`config.mk`:
```
export PLATFORM = sky130hd
export DESIGN_NAME = mpid_merge_flat
export DESIGN_NICKNAME = d
export VERILOG_FILES = /design/src/design/mpid_pkg.sv /design/src/design/mpid_rsp_if.sv /design/src/design/mpid_merge.sv /design/src/flat_wrapper.sv
export SDC_FILE = /design/constraint.sdc
export NUM_CORES = 1
export LEC_CHECK = 0
export ABC_AREA = 1
export BUFFER_PORTS_ARGS = -buffer_cell sky130_fd_sc_hd__buf_2
export CAP_MARGIN = 20
export CELL_PAD_IN_SITES_DETAIL_PLACEMENT = 1
export CELL_PAD_IN_SITES_GLOBAL_PLACEMENT = 2
export CORE_MARGIN = 2
export CORE_UTILIZATION = 30
export CTS_BUF_LIST = sky130_fd_sc_hd__clkbuf_16
export CTS_CLUSTER_SIZE = 24
export DETAILED_ROUTE_END_ITERATION = 16
export GPL_TIMING_DRIVEN = 0
export PLACE_DENSITY = 0.76
export SETUP_SLACK_MARGIN = 0.1
export SYNTH_ARGS = -nofsm -noshare
export SYNTH_HDL_FRONTEND = slang
export SYNTH_SLANG_ARGS = --single-unit
```
`constraint.sdc`:
```
create_clock -name clock -period 3.1 [get_ports clock]
set_clock_uncertainty 0.2 [all_clocks]
set_input_delay 0.465 -clock clock [delete_from_list [all_inputs] [get_ports clock]]
set_output_delay 0.465 -clock clock [all_outputs]
set_load 0.02 [all_outputs]
```
`src/design/mpid_pkg.sv`:
```
`default_nettype none

package mpid_pkg;

   localparam int SAMPLE_W   = 8;
   localparam int IN_SIZE_W  = 15;
   localparam int OUT_SIZE_W = 14;
   localparam int ACC_W      = 16;
   // wide enough for every size compare, including a maximum of 65536
   localparam int CMP_W      = 17;
   localparam int CSR_IDX_W  = 2;
   localparam int CSR_DATA_W = 15;

   localparam int MAX_IN_WIDTH_DEF   = 16384;
   localparam int MAX_IN_HEIGHT_DEF  = 16384;
   localparam int MAX_OUT_WIDTH_DEF  = 8192;
   localparam int MAX_OUT_HEIGHT_DEF = 8192;

   localparam logic [IN_SIZE_W-1:0]  IN_WIDTH_RST   = IN_SIZE_W'(16384);
   localparam logic [IN_SIZE_W-1:0]  IN_HEIGHT_RST  = IN_SIZE_W'(16384);
   localparam logic [OUT_SIZE_W-1:0] OUT_WIDTH_RST  = OUT_SIZE_W'(8192);
   localparam logic [OUT_SIZE_W-1:0] OUT_HEIGHT_RST = OUT_SIZE_W'(8192);

   typedef enum logic [CSR_IDX_W-1:0] {
      CSR_IN_WIDTH   = 2'd0,
      CSR_IN_HEIGHT  = 2'd1,
      CSR_OUT_WIDTH  = 2'd2,
      CSR_OUT_HEIGHT = 2'd3
   } csr_index_type;

   // flags of one closed horizontal cell
   typedef struct packed {
      logic band_first;
      logic to_out;
      logic row_end;
      logic frame_end;
   } mpid_op_type;

   typedef struct packed {
      logic s2_valid;
      logic fwd_valid;
   } mpid_stat_type;

endpackage

`default_nettype wire

```
`src/design/mpid_rsp_if.sv`:
```
`default_nettype none

interface mpid_rsp_if;
   logic                          valid;
   logic                          ready;
   logic [mpid_pkg::SAMPLE_W-1:0] peak_sample;
   logic                          row_end;
   logic                          frame_end;

   modport source (output valid, output peak_sample, output row_end, output frame_end,
                   input ready);
   modport sink   (input valid, input peak_sample, input row_end, input frame_end,
                   output ready);
endinterface

`default_nettype wire

```
`src/design/mpid_merge.sv`:
```
`default_nettype none

module mpid_merge #(
   parameter int MAX_OUT_WIDTH = mpid_pkg::MAX_OUT_WIDTH_DEF,
   localparam int OC_W = $clog2(MAX_OUT_WIDTH > 1 ? MAX_OUT_WIDTH : 2)
) (
   input  wire logic                          clock,
   input  wire logic                          reset,
   input  wire logic                          op_valid,
   input  wire mpid_pkg::mpid_op_type         op,
   input  wire logic [mpid_pkg::SAMPLE_W-1:0] op_peak,
   input  wire logic [OC_W-1:0]               op_idx,
   output      logic                          s2_free,
   input  wire logic [mpid_pkg::SAMPLE_W-1:0] ram_rdata,
   output      logic                          ram_we,
   output      logic [OC_W-1:0]               ram_waddr,
   output      logic [mpid_pkg::SAMPLE_W-1:0] ram_wdata,
   output      mpid_pkg::mpid_stat_type       stat,
   mpid_rsp_if.source                         rsp
);

   logic                          s2_valid_ff, s2_valid_in;
   mpid_pkg::mpid_op_type         s2_op_ff;
   logic [mpid_pkg::SAMPLE_W-1:0] s2_peak_ff;
   logic [OC_W-1:0]               s2_idx_ff;
   logic                          fwd_valid_ff;
   logic [mpid_pkg::SAMPLE_W-1:0] fwd_data_ff;
   logic                          rsp_valid_ff, rsp_valid_in;
   logic [mpid_pkg::SAMPLE_W-1:0] rsp_peak_ff;
   logic                          rsp_row_end_ff, rsp_frame_end_ff;

   logic                          out_free, s2_go, hit;
   logic [mpid_pkg::SAMPLE_W-1:0] prev, merged;

   always_comb begin
      out_free  = !rsp_valid_ff || rsp.ready;
      s2_go     = s2_valid_ff && (!s2_op_ff.to_out || out_free);
      s2_free   = !s2_valid_ff || s2_go;
      // a buffer write to the address read in the same cycle is forwarded
      prev      = fwd_valid_ff ? fwd_data_ff : ram_rdata;
      merged    = (!s2_op_ff.band_first && (prev > s2_peak_ff)) ? prev : s2_peak_ff;
      ram_we    = s2_go && !s2_op_ff.to_out;
      ram_waddr = s2_idx_ff;
      ram_wdata = merged;
      hit       = op_valid && !op.band_first && ram_we && (s2_idx_ff == op_idx);
      s2_valid_in  = op_valid || (s2_valid_ff && !s2_go);
      rsp_valid_in = (s2_go && s2_op_ff.to_out) || (rsp_valid_ff && !rsp.ready);
   end

   always_ff @(posedge clock) begin
      if (reset) begin
         s2_valid_ff  <= 1'b0;
         fwd_valid_ff <= 1'b0;
         rsp_valid_ff <= 1'b0;
      end else begin
         s2_valid_ff  <= s2_valid_in;
         rsp_valid_ff <= rsp_valid_in;
         if (op_valid) fwd_valid_ff <= hit;
      end
   end

   always_ff @(posedge clock) begin
      if (op_valid) begin
         s2_op_ff    <= op;
         s2_peak_ff  <= op_peak;
         s2_idx_ff   <= op_idx;
         fwd_data_ff <= merged;
      end
      if (s2_go && s2_op_ff.to_out) begin
         rsp_peak_ff      <= merged;
         rsp_row_end_ff   <= s2_op_ff.row_end;
         rsp_frame_end_ff <= s2_op_ff.frame_end;
      end
   end

   assign rsp.valid       = rsp_valid_ff;
   assign rsp.peak_sample = rsp_peak_ff;
   assign rsp.row_end     = rsp_row_end_ff;
   assign rsp.frame_end   = rsp_frame_end_ff;
   assign stat.s2_valid   = s2_valid_ff;
   assign stat.fwd_valid  = fwd_valid_ff;

endmodule

`default_nettype wire

```
`src/flat_wrapper.sv`:
```
// flat-port wrapper written by rule: the top's interface ports become plain ports
module mpid_merge_flat 
#(
   parameter int MAX_OUT_WIDTH = mpid_pkg::MAX_OUT_WIDTH_DEF,
   localparam int OC_W = $clog2(MAX_OUT_WIDTH > 1 ? MAX_OUT_WIDTH : 2)
)
  (clock, reset, op_valid, op, op_peak, op_idx, s2_free, ram_rdata, ram_we, ram_waddr, ram_wdata, stat, rsp_valid, rsp_peak_sample, rsp_row_end, rsp_frame_end, rsp_ready);
  mpid_rsp_if rsp_i ();
  input  wire logic clock;
  input  wire logic reset;
  input  wire logic op_valid;
  input  wire mpid_pkg::mpid_op_type op;
  input  wire logic [mpid_pkg::SAMPLE_W-1:0] op_peak;
  input  wire logic [OC_W-1:0] op_idx;
  output      logic s2_free;
  input  wire logic [mpid_pkg::SAMPLE_W-1:0] ram_rdata;
  output      logic ram_we;
  output      logic [OC_W-1:0] ram_waddr;
  output      logic [mpid_pkg::SAMPLE_W-1:0] ram_wdata;
  output      mpid_pkg::mpid_stat_type stat;
  output wire logic [$bits(rsp_i.valid)-1:0] rsp_valid;
  output wire logic [$bits(rsp_i.peak_sample)-1:0] rsp_peak_sample;
  output wire logic [$bits(rsp_i.row_end)-1:0] rsp_row_end;
  output wire logic [$bits(rsp_i.frame_end)-1:0] rsp_frame_end;
  input wire logic [$bits(rsp_i.ready)-1:0] rsp_ready;
  assign rsp_valid = rsp_i.valid;
  assign rsp_peak_sample = rsp_i.peak_sample;
  assign rsp_row_end = rsp_i.row_end;
  assign rsp_frame_end = rsp_i.frame_end;
  assign rsp_i.ready = rsp_ready;
  mpid_merge #(.MAX_OUT_WIDTH(MAX_OUT_WIDTH)) u_core (.clock(clock), .reset(reset), .op_valid(op_valid), .op(op), .op_peak(op_peak), .op_idx(op_idx), .s2_free(s2_free), .ram_rdata(ram_rdata), .ram_we(ram_we), .ram_waddr(ram_waddr), .ram_wdata(ram_wdata), .stat(stat), .rsp(rsp_i));
endmodule
```
==> results.py <==
metrics = {
    "sta": {
        "report.final.slew_viol_count": 0,
        "worst_slew_pin_slew_ns": 0.8146,
        "fmaxAchievable_mhz": 339.6,
        "max-slew-margin-rel": 0.4569,
        "rsz0062_at_grt": "yes",
        "fin_crit_sh": 0.9499,
        "finalSetupViolations": 0,
        "fin_crit_ns": 2.945,
        "post-route-worst-setup-slack_ns": 0.1554,
        "hold_violations": 0,
        "setup_tns_ns": 0,
    },
    "pwr": {
        "power.switching_w": 0.0004085,
        "powerDensity_nw_per_um2": 512.4,
        "total_power_w": 0.001562,
        "pwr-share-clk": 0.320,
        "leakagePower_nw": 1.436,
        "p_int_w": 0.001154,
        "ir_worst_vdd_mv": 0.1903,
        "p_seq_frac": 0.486,
        "swShare": 0.2614,
        "combPwrFrac": 0.194,
    },
    "worst_hold_path": {
        "hp-class": "input port to flop",
    },
    "placement": {
        "place_area_um2": 2649,
        "gp_congestion": 0.6898,
        "post-dp-hpwl_mm": 3.641,
        "port_buffers": 72,
        "post-place-ws_ns": 0.2186,
    },
    "drt": {
        "routed_wl_mm": 5.025,
        "avgViaCountPerCell": 4.246,
        "vias": 1660,
        "drt-initial-drc-count": 44,
        "antenna_left": 0,
        "dr.pass1.iters": 4,
        "post_drt_wl_per_cell_um": 12.85,
        "drc": 0,
    },
    "clock_tree": {
        "cts_root_buf": "clkbuf_16",
        "clockBufferDepth": 2,
        "cts_max_level": 2,
        "clock_latency_ns": 0.28,
        "clk_pin_slew_worst_paths_ns": 0.06,
        "cts_buffers": 5,
        "postCtsHoldBufs": 0,
        "cts_tree": "yes",
        "cts.sinks": 46,
    },
    "setup_path": {
        "crit_required_ns": 2.43,
        "crit_path_end_kind": "primary output",
        "critPathMaxFanout": 8,
        "cp_slowest_stage_delay_ns": 0.37,
        "r2r_slack_ns": 0.68,
        "path_class": "flop to primary output",
        "arrival_ns": 2.28,
        "cpMostUsedCell": "nand2_2",
        "cpMaxStageDelayCell": "dfxtp_4",
        "critPathLaunchType": "flop",
        "crit_buf_inv": 3,
        "path_cells": "buf_8, mux2_2, ha_1, nand2_2, nor2_4, a21oi_4, buf_12, nand2_8, nand2_1, nand2_2, buf_6",
        "crit_family": "buffers and inverters",
    },
    "global_route": {
        "grt_pass1_vias": 1665,
        "gr-total-overflow": 0,
        "grt_max_degree": 35,
        "antenna_found_initial": 0,
        "grt_pass1_wl_mm": 7.921,
        "track_usage": 0.1348,
    },
    "synth": {
        "synthTopCellsByCount": "nand2_1, edfxtp_1, inv_1",
        "synth_cell_types": 22,
        "yosys.area.top_type": "edfxtp_1",
        "syn-num-nets": 251,
        "netlist_area_um2": 2168,
        "postSynthAreaPerCell_um2": 10.53,
        "synth_top_flop_cell": "edfxtp_1",
        "async_reset_ff_frac": 0,
        "netlist_instances": 206,
        "synth_edf_count": 43,
        "synth_area_leaders": "edfxtp_1, nand2_1, inv_1, ha_1, mux2_2",
        "yosys_register_bits": 46,
        "synth_most_common_cell": "nand2_1",
        "synth.top_cell.area_share": 0.5955,
        "yosysWarnings": 0,
        "seq_area_frac_synth": 0.6232,
    },
    "finish": {
        "drive_above_1_share": 0.4407,
        "area_delta_synth_final_pct": 40.62,
        "num_antenna_cells": 0,
        "fin_util": 0.4415,
        "stdcell_area_um2": 3049,
        "finalNetCount": 339,
    },
    "run_status": {
        "status": "completed",
    },
    "die": {
        "io_pins": 73,
        "die_h_um": 89.02,
        "core_area_um2": 6907,
        "floorplan.initialDensity": 0.3139,
        "dieWidth_um": 89.02,
        "dieArea_um2": 7924,
        "fp-row-count": 30,
    },
    "run": {
        "cap_violations": 0,
    },
}
==> stage by stage <==
stage,std cells,hold WS [ns]
5_1_grt,391,0.1498
3_5_place_dp,374,0.2080
6_report,391,0.1597
3_3_place_gp,374,0.2006
4_1_cts,389,0.1488
2_1_floorplan,206,0.2003
==> kinds of logic (layout without fill, tap and decap cells) <==
kind of cell,count (synthesis),after routing,share of synthesized area
simple gates,95,96,0.1858
mux,8,8,0.04097
flops,46,46,0.6232
compound gates,8,8,0.02770
fa+ha+maj,8,8,0.04616
buf+inv,41,129,0.07617
==> state kept, by name (all words and copies together) (netlist names) <==
name	cells
u_core.ram_waddr	13
u_core.fwd_data_ff	8
u_core.rsp.peak_sample	8
u_core.s2_peak_ff	8
u_core.s2_op_ff	4
u_core.fwd_valid_ff	1
u_core.rsp.frame_end	1
u_core.rsp.row_end	1
u_core.rsp.valid	1
u_core.s2_valid_ff	1
==> cell type report <==
class / count / area [µm²]
sequential: 46 / 1355
fill: 824 / 3857
multi-input combinational: 120 / 764.5
buffer: 3 / 30.03
tap: 96 / 120.1
timing repair buffer: 80 / 499.2
clock inverter: 3 / 12.51
clock buffer: 5 / 125.1
inverter: 38 / 142.6
==> layout by cell type, fill, tap and decap left out, drive strengths merged <==
| cell type | count |
|---|---|
| a21oi | 5 |
| buf | 83 |
| clkbuf | 5 |
| clkinv | 2 |
| dfxtp | 3 |
| edfxtp | 43 |
| ha | 8 |
| inv | 39 |
| mux2 | 7 |
| mux2i | 1 |
| nand2 | 69 |
| nand3 | 8 |
| nand3b | 1 |
| nand4 | 1 |
| nor2 | 17 |
| o21a | 1 |
| o21ai | 1 |
| o21bai | 1 |
==> layer usage <==
layer,GRT usage,up-vias,part of all wire
met5,0,-,0
met4,0.03664,0,0.0042
met3,0.03324,2,0.051
met2,0.2436,45,0.54
met1,0.1596,775,0.41
li1,-,838,-
==> power groups by stage <==
stage	sequential, W	clock [W]	combinational, W
3_5_place_dp	0.000772	0	0.000245
6_report	0.000759	0.000500	0.000304
5_1_grt	0.000765	0.000545	0.000336
4_1_cts	0.000759	0.000527	0.000295
2_1_floorplan	0.000792	0	0.000121
3_3_place_gp	0.000769	0	0.000241
==> what timing repair did <==
action | in CTS | in global routing
pin swaps | 4 | 4
resized for setup | 33 | 16
setup buffers | 5 | 1
endpoints found under the setup margin | 8 | 8
gates cloned | 2 | 0
==> worst paths after layout <==
kind                                                        from                                  end  cells after the start
worst min-delay path                                       op[2]         u_core.s2_op_ff[2]$_DFFE_PP_                      1
worst max register to register  u_core.fwd_valid_ff$_SDFFE_PP0P_  u_core.rsp.peak_sample[7]$_DFFE_PP_                     11
worst min register to register      u_core.s2_op_ff[0]$_DFFE_PP_       u_core.rsp.frame_end$_DFFE_PP_                      0
worst max-delay path            u_core.fwd_valid_ff$_SDFFE_PP0P_                         ram_wdata[0]                     11
Power figures use the tool's default switching activity.
