--- config.mk ---
export PLATFORM = sky130hd
export DESIGN_NAME = mpid_cursor
export DESIGN_NICKNAME = d
export VERILOG_FILES = /design/src/design/mpid_pkg.sv /design/src/design/mpid_cursor.sv
export SDC_FILE = /design/constraint.sdc
export NUM_CORES = 1
export LEC_CHECK = 0
export BUFFER_PORTS_ARGS = -buffer_cell sky130_fd_sc_hd__buf_2
export CORE_ASPECT_RATIO = 1.4
export CORE_MARGIN = 2
export CORE_UTILIZATION = 60
export CTS_BUF_LIST = sky130_fd_sc_hd__clkbuf_4
export CTS_CLUSTER_DIAMETER = 50
export DETAILED_ROUTE_END_ITERATION = 16
export GPL_ROUTABILITY_DRIVEN = 1
export PLACE_DENSITY = 0.78
export SLEW_MARGIN = 30
export SYNTH_ARGS = -nofsm -noshare
export SYNTH_HDL_FRONTEND = slang
export SYNTH_SLANG_ARGS = --single-unit
export TNS_END_PERCENT = 20
--- constraint.sdc ---
create_clock -name clock -period 10.7 [get_ports clock]
set_input_delay 0.535 -clock clock [delete_from_list [all_inputs] [get_ports clock]]
set_output_delay 0.535 -clock clock [all_outputs]
set_load 0.1 [all_outputs]
--- src/design/mpid_pkg.sv ---
`default_nettype none

package mpid_pkg;

   localparam int SAMPLE_W   = 8;
   localparam int IN_SIZE_W  = 15;
   localparam int OUT_SIZE_W = 14;
   localparam int ACC_W      = 16;
   // wide enough for every size compare, including a maximum of 65536
   localparam int CMP_W      = 17;
   localparam int CSR_IDX_W  = 2;
   localparam int CSR_DATA_W = 15;

   localparam int MAX_IN_WIDTH_DEF   = 16384;
   localparam int MAX_IN_HEIGHT_DEF  = 16384;
   localparam int MAX_OUT_WIDTH_DEF  = 8192;
   localparam int MAX_OUT_HEIGHT_DEF = 8192;

   localparam logic [IN_SIZE_W-1:0]  IN_WIDTH_RST   = IN_SIZE_W'(16384);
   localparam logic [IN_SIZE_W-1:0]  IN_HEIGHT_RST  = IN_SIZE_W'(16384);
   localparam logic [OUT_SIZE_W-1:0] OUT_WIDTH_RST  = OUT_SIZE_W'(8192);
   localparam logic [OUT_SIZE_W-1:0] OUT_HEIGHT_RST = OUT_SIZE_W'(8192);

   typedef enum logic [CSR_IDX_W-1:0] {
      CSR_IN_WIDTH   = 2'd0,
      CSR_IN_HEIGHT  = 2'd1,
      CSR_OUT_WIDTH  = 2'd2,
      CSR_OUT_HEIGHT = 2'd3
   } csr_index_type;

   // flags of one closed horizontal cell
   typedef struct packed {
      logic band_first;
      logic to_out;
      logic row_end;
      logic frame_end;
   } mpid_op_type;

   typedef struct packed {
      logic s2_valid;
      logic fwd_valid;
   } mpid_stat_type;

endpackage

`default_nettype wire

--- src/design/mpid_cursor.sv ---
`default_nettype none

module mpid_cursor #(
   parameter int MAX_IN_WIDTH   = mpid_pkg::MAX_IN_WIDTH_DEF,
   parameter int MAX_IN_HEIGHT  = mpid_pkg::MAX_IN_HEIGHT_DEF,
   parameter int MAX_OUT_WIDTH  = mpid_pkg::MAX_OUT_WIDTH_DEF,
   parameter int MAX_OUT_HEIGHT = mpid_pkg::MAX_OUT_HEIGHT_DEF,
   localparam int OC_W = $clog2(MAX_OUT_WIDTH > 1 ? MAX_OUT_WIDTH : 2)
) (
   input  wire logic                                clock,
   input  wire logic                                reset,
   input  wire logic                                csr_we,
   input  wire logic [mpid_pkg::CSR_IDX_W-1:0]      csr_index,
   input  wire logic [mpid_pkg::CSR_DATA_W-1:0]     csr_wdata,
   input  wire logic                                accept,
   input  wire logic [mpid_pkg::SAMPLE_W-1:0]       sample,
   output      logic                                op_valid,
   output      mpid_pkg::mpid_op_type               op,
   output      logic [mpid_pkg::SAMPLE_W-1:0]       op_peak,
   output      logic [OC_W-1:0]                     op_idx
);

   localparam int COL_W = $clog2(MAX_IN_WIDTH);
   localparam int ROW_W = $clog2(MAX_IN_HEIGHT);
   localparam int CW    = mpid_pkg::CMP_W;
   localparam int AW    = mpid_pkg::ACC_W;

   logic [mpid_pkg::IN_SIZE_W-1:0]  in_width_ff, in_height_ff;
   logic [mpid_pkg::OUT_SIZE_W-1:0] out_width_ff, out_height_ff;

   logic [COL_W-1:0]              col_ff, col_in;
   logic [ROW_W-1:0]              row_ff, row_in;
   logic [AW-1:0]                 hacc_ff, hacc_in, vacc_ff, vacc_in;
   logic [mpid_pkg::SAMPLE_W-1:0] peak_ff, peak_in;
   logic [OC_W-1:0]               ocol_ff, ocol_in;
   logic                          band_first_ff, band_first_in;
   logic                          closes_band_ff, closes_band_in;

   logic [CW-1:0] iw_c, ih_c, ow_c, oh_c, ow_hi, oh_hi, iw_raw, ih_raw, ow_raw, oh_raw;
   logic [AW-1:0] iw_a, ih_a, ow_a, oh_a;
   logic          last_col, last_row, closes_band, h_over, cell_close;
   logic [AW-1:0] vacc_cur, hacc_cur;
   logic [mpid_pkg::SAMPLE_W-1:0] peak_cur;

   // effective sizes: zero reads as one, then saturate
   always_comb begin
      iw_raw = CW'(in_width_ff);
      ih_raw = CW'(in_height_ff);
      ow_raw = CW'(out_width_ff);
      oh_raw = CW'(out_height_ff);
      if (iw_raw == '0) iw_c = CW'(1);
      else if (iw_raw > CW'(MAX_IN_WIDTH)) iw_c = CW'(MAX_IN_WIDTH);
      else iw_c = iw_raw;
      if (ih_raw == '0) ih_c = CW'(1);
      else if (ih_raw > CW'(MAX_IN_HEIGHT)) ih_c = CW'(MAX_IN_HEIGHT);
      else ih_c = ih_raw;
      ow_hi = (iw_c < CW'(MAX_OUT_WIDTH)) ? iw_c : CW'(MAX_OUT_WIDTH);
      oh_hi = (ih_c < CW'(MAX_OUT_HEIGHT)) ? ih_c : CW'(MAX_OUT_HEIGHT);
      if (ow_raw == '0) ow_c = CW'(1);
      else if (ow_raw > ow_hi) ow_c = ow_hi;
      else ow_c = ow_raw;
      if (oh_raw == '0) oh_c = CW'(1);
      else if (oh_raw > oh_hi) oh_c = oh_hi;
      else oh_c = oh_raw;
      // all four fit 15 bits since they never exceed the written register
      iw_a = AW'(iw_c[mpid_pkg::IN_SIZE_W-1:0]);
      ih_a = AW'(ih_c[mpid_pkg::IN_SIZE_W-1:0]);
      ow_a = AW'(ow_c[mpid_pkg::IN_SIZE_W-1:0]);
      oh_a = AW'(oh_c[mpid_pkg::IN_SIZE_W-1:0]);
   end

   always_comb begin
      last_col = CW'(col_ff) >= (iw_c - CW'(1));
      last_row = CW'(row_ff) >= (ih_c - CW'(1));
      vacc_cur = vacc_ff;
      closes_band = closes_band_ff;
      if (col_ff == '0) begin
         vacc_cur    = vacc_ff + oh_a;
         closes_band = (vacc_cur >= ih_a) || last_row;
      end
      peak_cur   = (sample > peak_ff) ? sample : peak_ff;
      hacc_cur   = hacc_ff + ow_a;
      h_over     = hacc_cur >= iw_a;
      cell_close = h_over || last_col;

      op_valid     = accept && cell_close;
      op.band_first = band_first_ff;
      op.to_out    = closes_band;
      op.row_end   = last_col;
      op.frame_end = last_col && last_row;
      op_peak      = peak_cur;
      op_idx       = ocol_ff;

      col_in         = col_ff;
      row_in         = row_ff;
      hacc_in        = hacc_ff;
      vacc_in        = vacc_ff;
      peak_in        = peak_ff;
      ocol_in        = ocol_ff;
      band_first_in  = band_first_ff;
      closes_band_in = closes_band_ff;
      if (accept) begin
         vacc_in = vacc_cur;
         peak_in = peak_cur;
         hacc_in = hacc_cur;
         if (cell_close) begin
            if (h_over) hacc_in = hacc_cur - iw_a;
            peak_in = '0;
            if (CW'(ocol_ff) < CW'(MAX_OUT_WIDTH - 1)) ocol_in = ocol_ff + OC_W'(1);
         end
         if (last_col) begin
            col_in  = '0;
            hacc_in = '0;
            peak_in = '0;
            ocol_in = '0;
            closes_band_in = 1'b0;
            if (closes_band) begin
               band_first_in = 1'b1;
               if (vacc_cur >= ih_a) vacc_in = vacc_cur - ih_a;
            end else begin
               band_first_in = 1'b0;
            end
            if (last_row) begin
               row_in        = '0;
               vacc_in       = '0;
               band_first_in = 1'b1;
            end else begin
               row_in = row_ff + ROW_W'(1);
            end
         end else begin
            col_in         = col_ff + COL_W'(1);
            closes_band_in = closes_band;
         end
      end
   end

   always_ff @(posedge clock) begin
      if (reset) begin
         in_width_ff    <= mpid_pkg::IN_WIDTH_RST;
         in_height_ff   <= mpid_pkg::IN_HEIGHT_RST;
         out_width_ff   <= mpid_pkg::OUT_WIDTH_RST;
         out_height_ff  <= mpid_pkg::OUT_HEIGHT_RST;
         col_ff         <= '0;
         row_ff         <= '0;
         hacc_ff        <= '0;
         vacc_ff        <= '0;
         peak_ff        <= '0;
         ocol_ff        <= '0;
         band_first_ff  <= 1'b1;
         closes_band_ff <= 1'b0;
      end else if (csr_we) begin
         unique case (mpid_pkg::csr_index_type'(csr_index))
            mpid_pkg::CSR_IN_WIDTH:   in_width_ff   <= csr_wdata;
            mpid_pkg::CSR_IN_HEIGHT:  in_height_ff  <= csr_wdata;
            mpid_pkg::CSR_OUT_WIDTH:  out_width_ff  <= csr_wdata[mpid_pkg::OUT_SIZE_W-1:0];
            mpid_pkg::CSR_OUT_HEIGHT: out_height_ff <= csr_wdata[mpid_pkg::OUT_SIZE_W-1:0];
            default: ;
         endcase
         // any write restarts the frame
         col_ff         <= '0;
         row_ff         <= '0;
         hacc_ff        <= '0;
         vacc_ff        <= '0;
         peak_ff        <= '0;
         ocol_ff        <= '0;
         band_first_ff  <= 1'b1;
         closes_band_ff <= 1'b0;
      end else begin
         col_ff         <= col_in;
         row_ff         <= row_in;
         hacc_ff        <= hacc_in;
         vacc_ff        <= vacc_in;
         peak_ff        <= peak_in;
         ocol_ff        <= ocol_in;
         band_first_ff  <= band_first_in;
         closes_band_ff <= closes_band_in;
      end
   end

endmodule

`default_nettype wire

==> flow_summary.yaml <==
synthesis:
  postSynthCellCount: 1580
  synth-edff-count: 0
  synth_top_area_share: 0.236
  synth_area_sq_mm: 0.0119
  post-synth-top-area-cell: "dfxtp_1"
  synth_seq_area_share: 0.236
  synth_ff_type: "dfxtp_1"
  synth_area_leaders: "dfxtp_1, ha_1, nand2_1"
  ys_types: 75
  ys_ff_latch: 141
  yosysWarnings: 0
  syn_avg_cell_area_sq_um: 7.56
  async_flop_share: 0
worst_setup_path:
  path_class: "register to output port"
  crit_path_end_kind: "output port"
  cp_max_fo: 9
  start_kind: "register"
  rrSetupSlack_ns: 1.94
  required_ns: 10.17
  arrival_ns: 8.81
final_layout:
  drive_above_1_share: 0.101
  stdcell_count: 1873
  layout_common_cells: "nand2_1, a21oi_1, ha_1"
  final_core_util: 0.643
  nFillCells: 1806
  area_delta_synth_final_pct: 6.09
  final_area_sq_mm: 0.0127
  final_common_cell: "nand2_1"
  nNetsFinal: 1785
clocking:
  ctsHoldBuffers: 0
  cts_htree_levels: 4
  clkLatencyLatePin_ns: 0.59
  cts-buffers-inserted: 17
  clock_path_buffers: 2
  tritoncts: "done"
  cts.repair.resized: 0
  postCtsSetupBuffers: 0
  path_clk_slew_ns: 0.16
  cts_sinks: 141
  cts_root_buf: "clkbuf_4"
status:
  status: "finished, final reports clean"
route:
  vias: 11500
  dr.pass1.iters: 5
  drtIter0Drc: 780
  wl_per_cell_um: 17.6
  drt-total-wl_um: 33000
  ant_nets: 0
  viasPerCell: 6.16
  remaining_drc_errors: 0
grt:
  grt_pass1_wl_um: 52100
  overflow: 0
  grt_use_total: 0.314
  antenna_found_initial: 1
  first_global_vias: 10800
  grt_max_degree: 61
die:
  die_h_um: 171
  dieArea_sq_mm: 0.0211
  core_area_sq_mm: 0.0197
  initial_core_util: 0.606
  die_width_um: 123
  pin_count: 55
  rows: 61
placement:
  dp.cells: 1840
  placed_area_sq_mm: 0.0124
  numPortBuffers: 54
  hpwl_um: 25800
  place_congestion: 0.928
  place_ws_ns: 2.12
timing:
  holdWs_ns: 0.201
  rsz0062_at_grt: "false"
  fin_crit_ns: 9.35
  setup_viol: 0
  slew_headroom: 0.341
  slew_viol_final: 0
  setup-tns-final_ns: 0
  worstMarginPinSlew_ns: 0.985
  finalCritPeriodShare: 0.874
  fmax_mhz: 107
  setup_slack_ns: 1.35
  hold_viol: 0
  worst_clock_skew_ns: 0.0194
flow_run:
  maxCapViolCount: 0
power:
  ir_drop_mv: 0.149
  fin_total_pwr_mw: 1.71
  p_leak_nw: 5.62
  power_density_mw_per_mm2: 135
worst_hold_path:
  hold_path.class: "input pin to register"
cells by family (layout without fill, tap and decap cells):
kind of cell,after synthesis,in the layout,synth area share
and+or+nand+nor,628,628,0.242
xor gates and xnor gates,86,86,0.0631
muxes,53,53,0.0473
DFF,141,141,0.236
buffers and inverters,120,159,0.0402
adders and majority gates,149,149,0.159
AOI/OAI and AO/OA,402,402,0.212
other,1,3,0.000314
flip-flops by register name (all words and copies together), names as in the netlist:
register / flops
hacc_ff: 16
closes_band_ff: 1
out_width_ff: 14
in_width_ff: 15
vacc_ff: 16
row_ff: 14
out_height_ff: 14
col_ff: 14
peak_ff: 8
in_height_ff: 15
op_idx: 13
band_first_ff: 1
path summary, 6_finish.rpt:
path                                 startpoint               end  cells past startpoint
worst max-delay path             in_width_ff[3]          op_valid                     26
worst min-delay path              csr_wdata[12]  in_height_ff[12]                      3
worst max register to register  in_height_ff[8]        vacc_ff[6]                     36
worst min register to register      hacc_ff[14]       hacc_ff[14]                      2
critical path, stage by stage (launching register included):
cell and delay [ns]:
dfxtp_1 0.40, nor2_1 0.15, nor4bb_1 0.56, nand3_1 0.15, o21ai_1 0.43, nand3_1 0.23, ha_1 0.38, nand4_1 0.13
o41ai_2 0.79, nor4_1 0.09, a211o_1 0.33, ha_1 0.24, fa_1 0.42, a21oi_1 0.19, o21ai_0 0.22, o2111ai_1 0.25
a21boi_0 0.15, o41ai_1 0.58, xnor2_1 0.25, ha_1 0.40, a21oi_1 0.15, o21ai_1 0.12, o41ai_2 0.50, nand3_1 0.42
a21oi_1 0.34, nor2_1 0.08, buf_2 0.30
routing by layer:
metal,GRT usage,wire length [um],vias to the layer above
met4,0.185,1930,0
li1,-,-,5687
met2,0.569,17000,320
met3,0.0403,1070,110
met5,0,0,-
met1,0.342,13000,5417
final cells by class:
class / instances / area, sq um / share of cell area
clock inverter: 15 / 146 / 0.0116
multi-input combinational: 1320 / 8670 / 0.684
clock buffer: 17 / 128 / 0.0101
antenna: 1 / 2.50 / 0.000198
inverter: 63 / 236 / 0.0187
tap: 252 / 315 / 0.0249
sequential: 141 / 2820 / 0.223
timing repair buffer: 64 / 345 / 0.0273
cells in the mapped netlist (all sizes together), types with 6 or more instances:
master and number:
a211o 8, a211oi 9, a21o 30, a21oi 157, a22o 6, a31oi 8
and3 21, buf 13, clkbuf 44, dfxtp 141, ha 145, inv 61
mux2 27, mux2i 26, nand2 267, nand2b 15, nand3 64, nand4 22
nor2 129, nor2b 12, nor3 25, nor4 18, o211ai 15, o21a 27
o21ai 82, o21bai 8, o31ai 15, o41ai 6, or2 23, or3 7
xnor2 52, xor2 34
power breakdown:
| part | leakage, nW | internal, mW | switching [mW] |
|---|---|---|---|
| Combinational | 4.34 | 0.299 | 0.498 |
| Sequential | 1.14 | 0.547 | 0.0252 |
| Clock | 0.145 | 0.104 | 0.237 |
| Total | 5.62 | 0.950 | 0.761 |
Power figures use the tool's default switching activity.
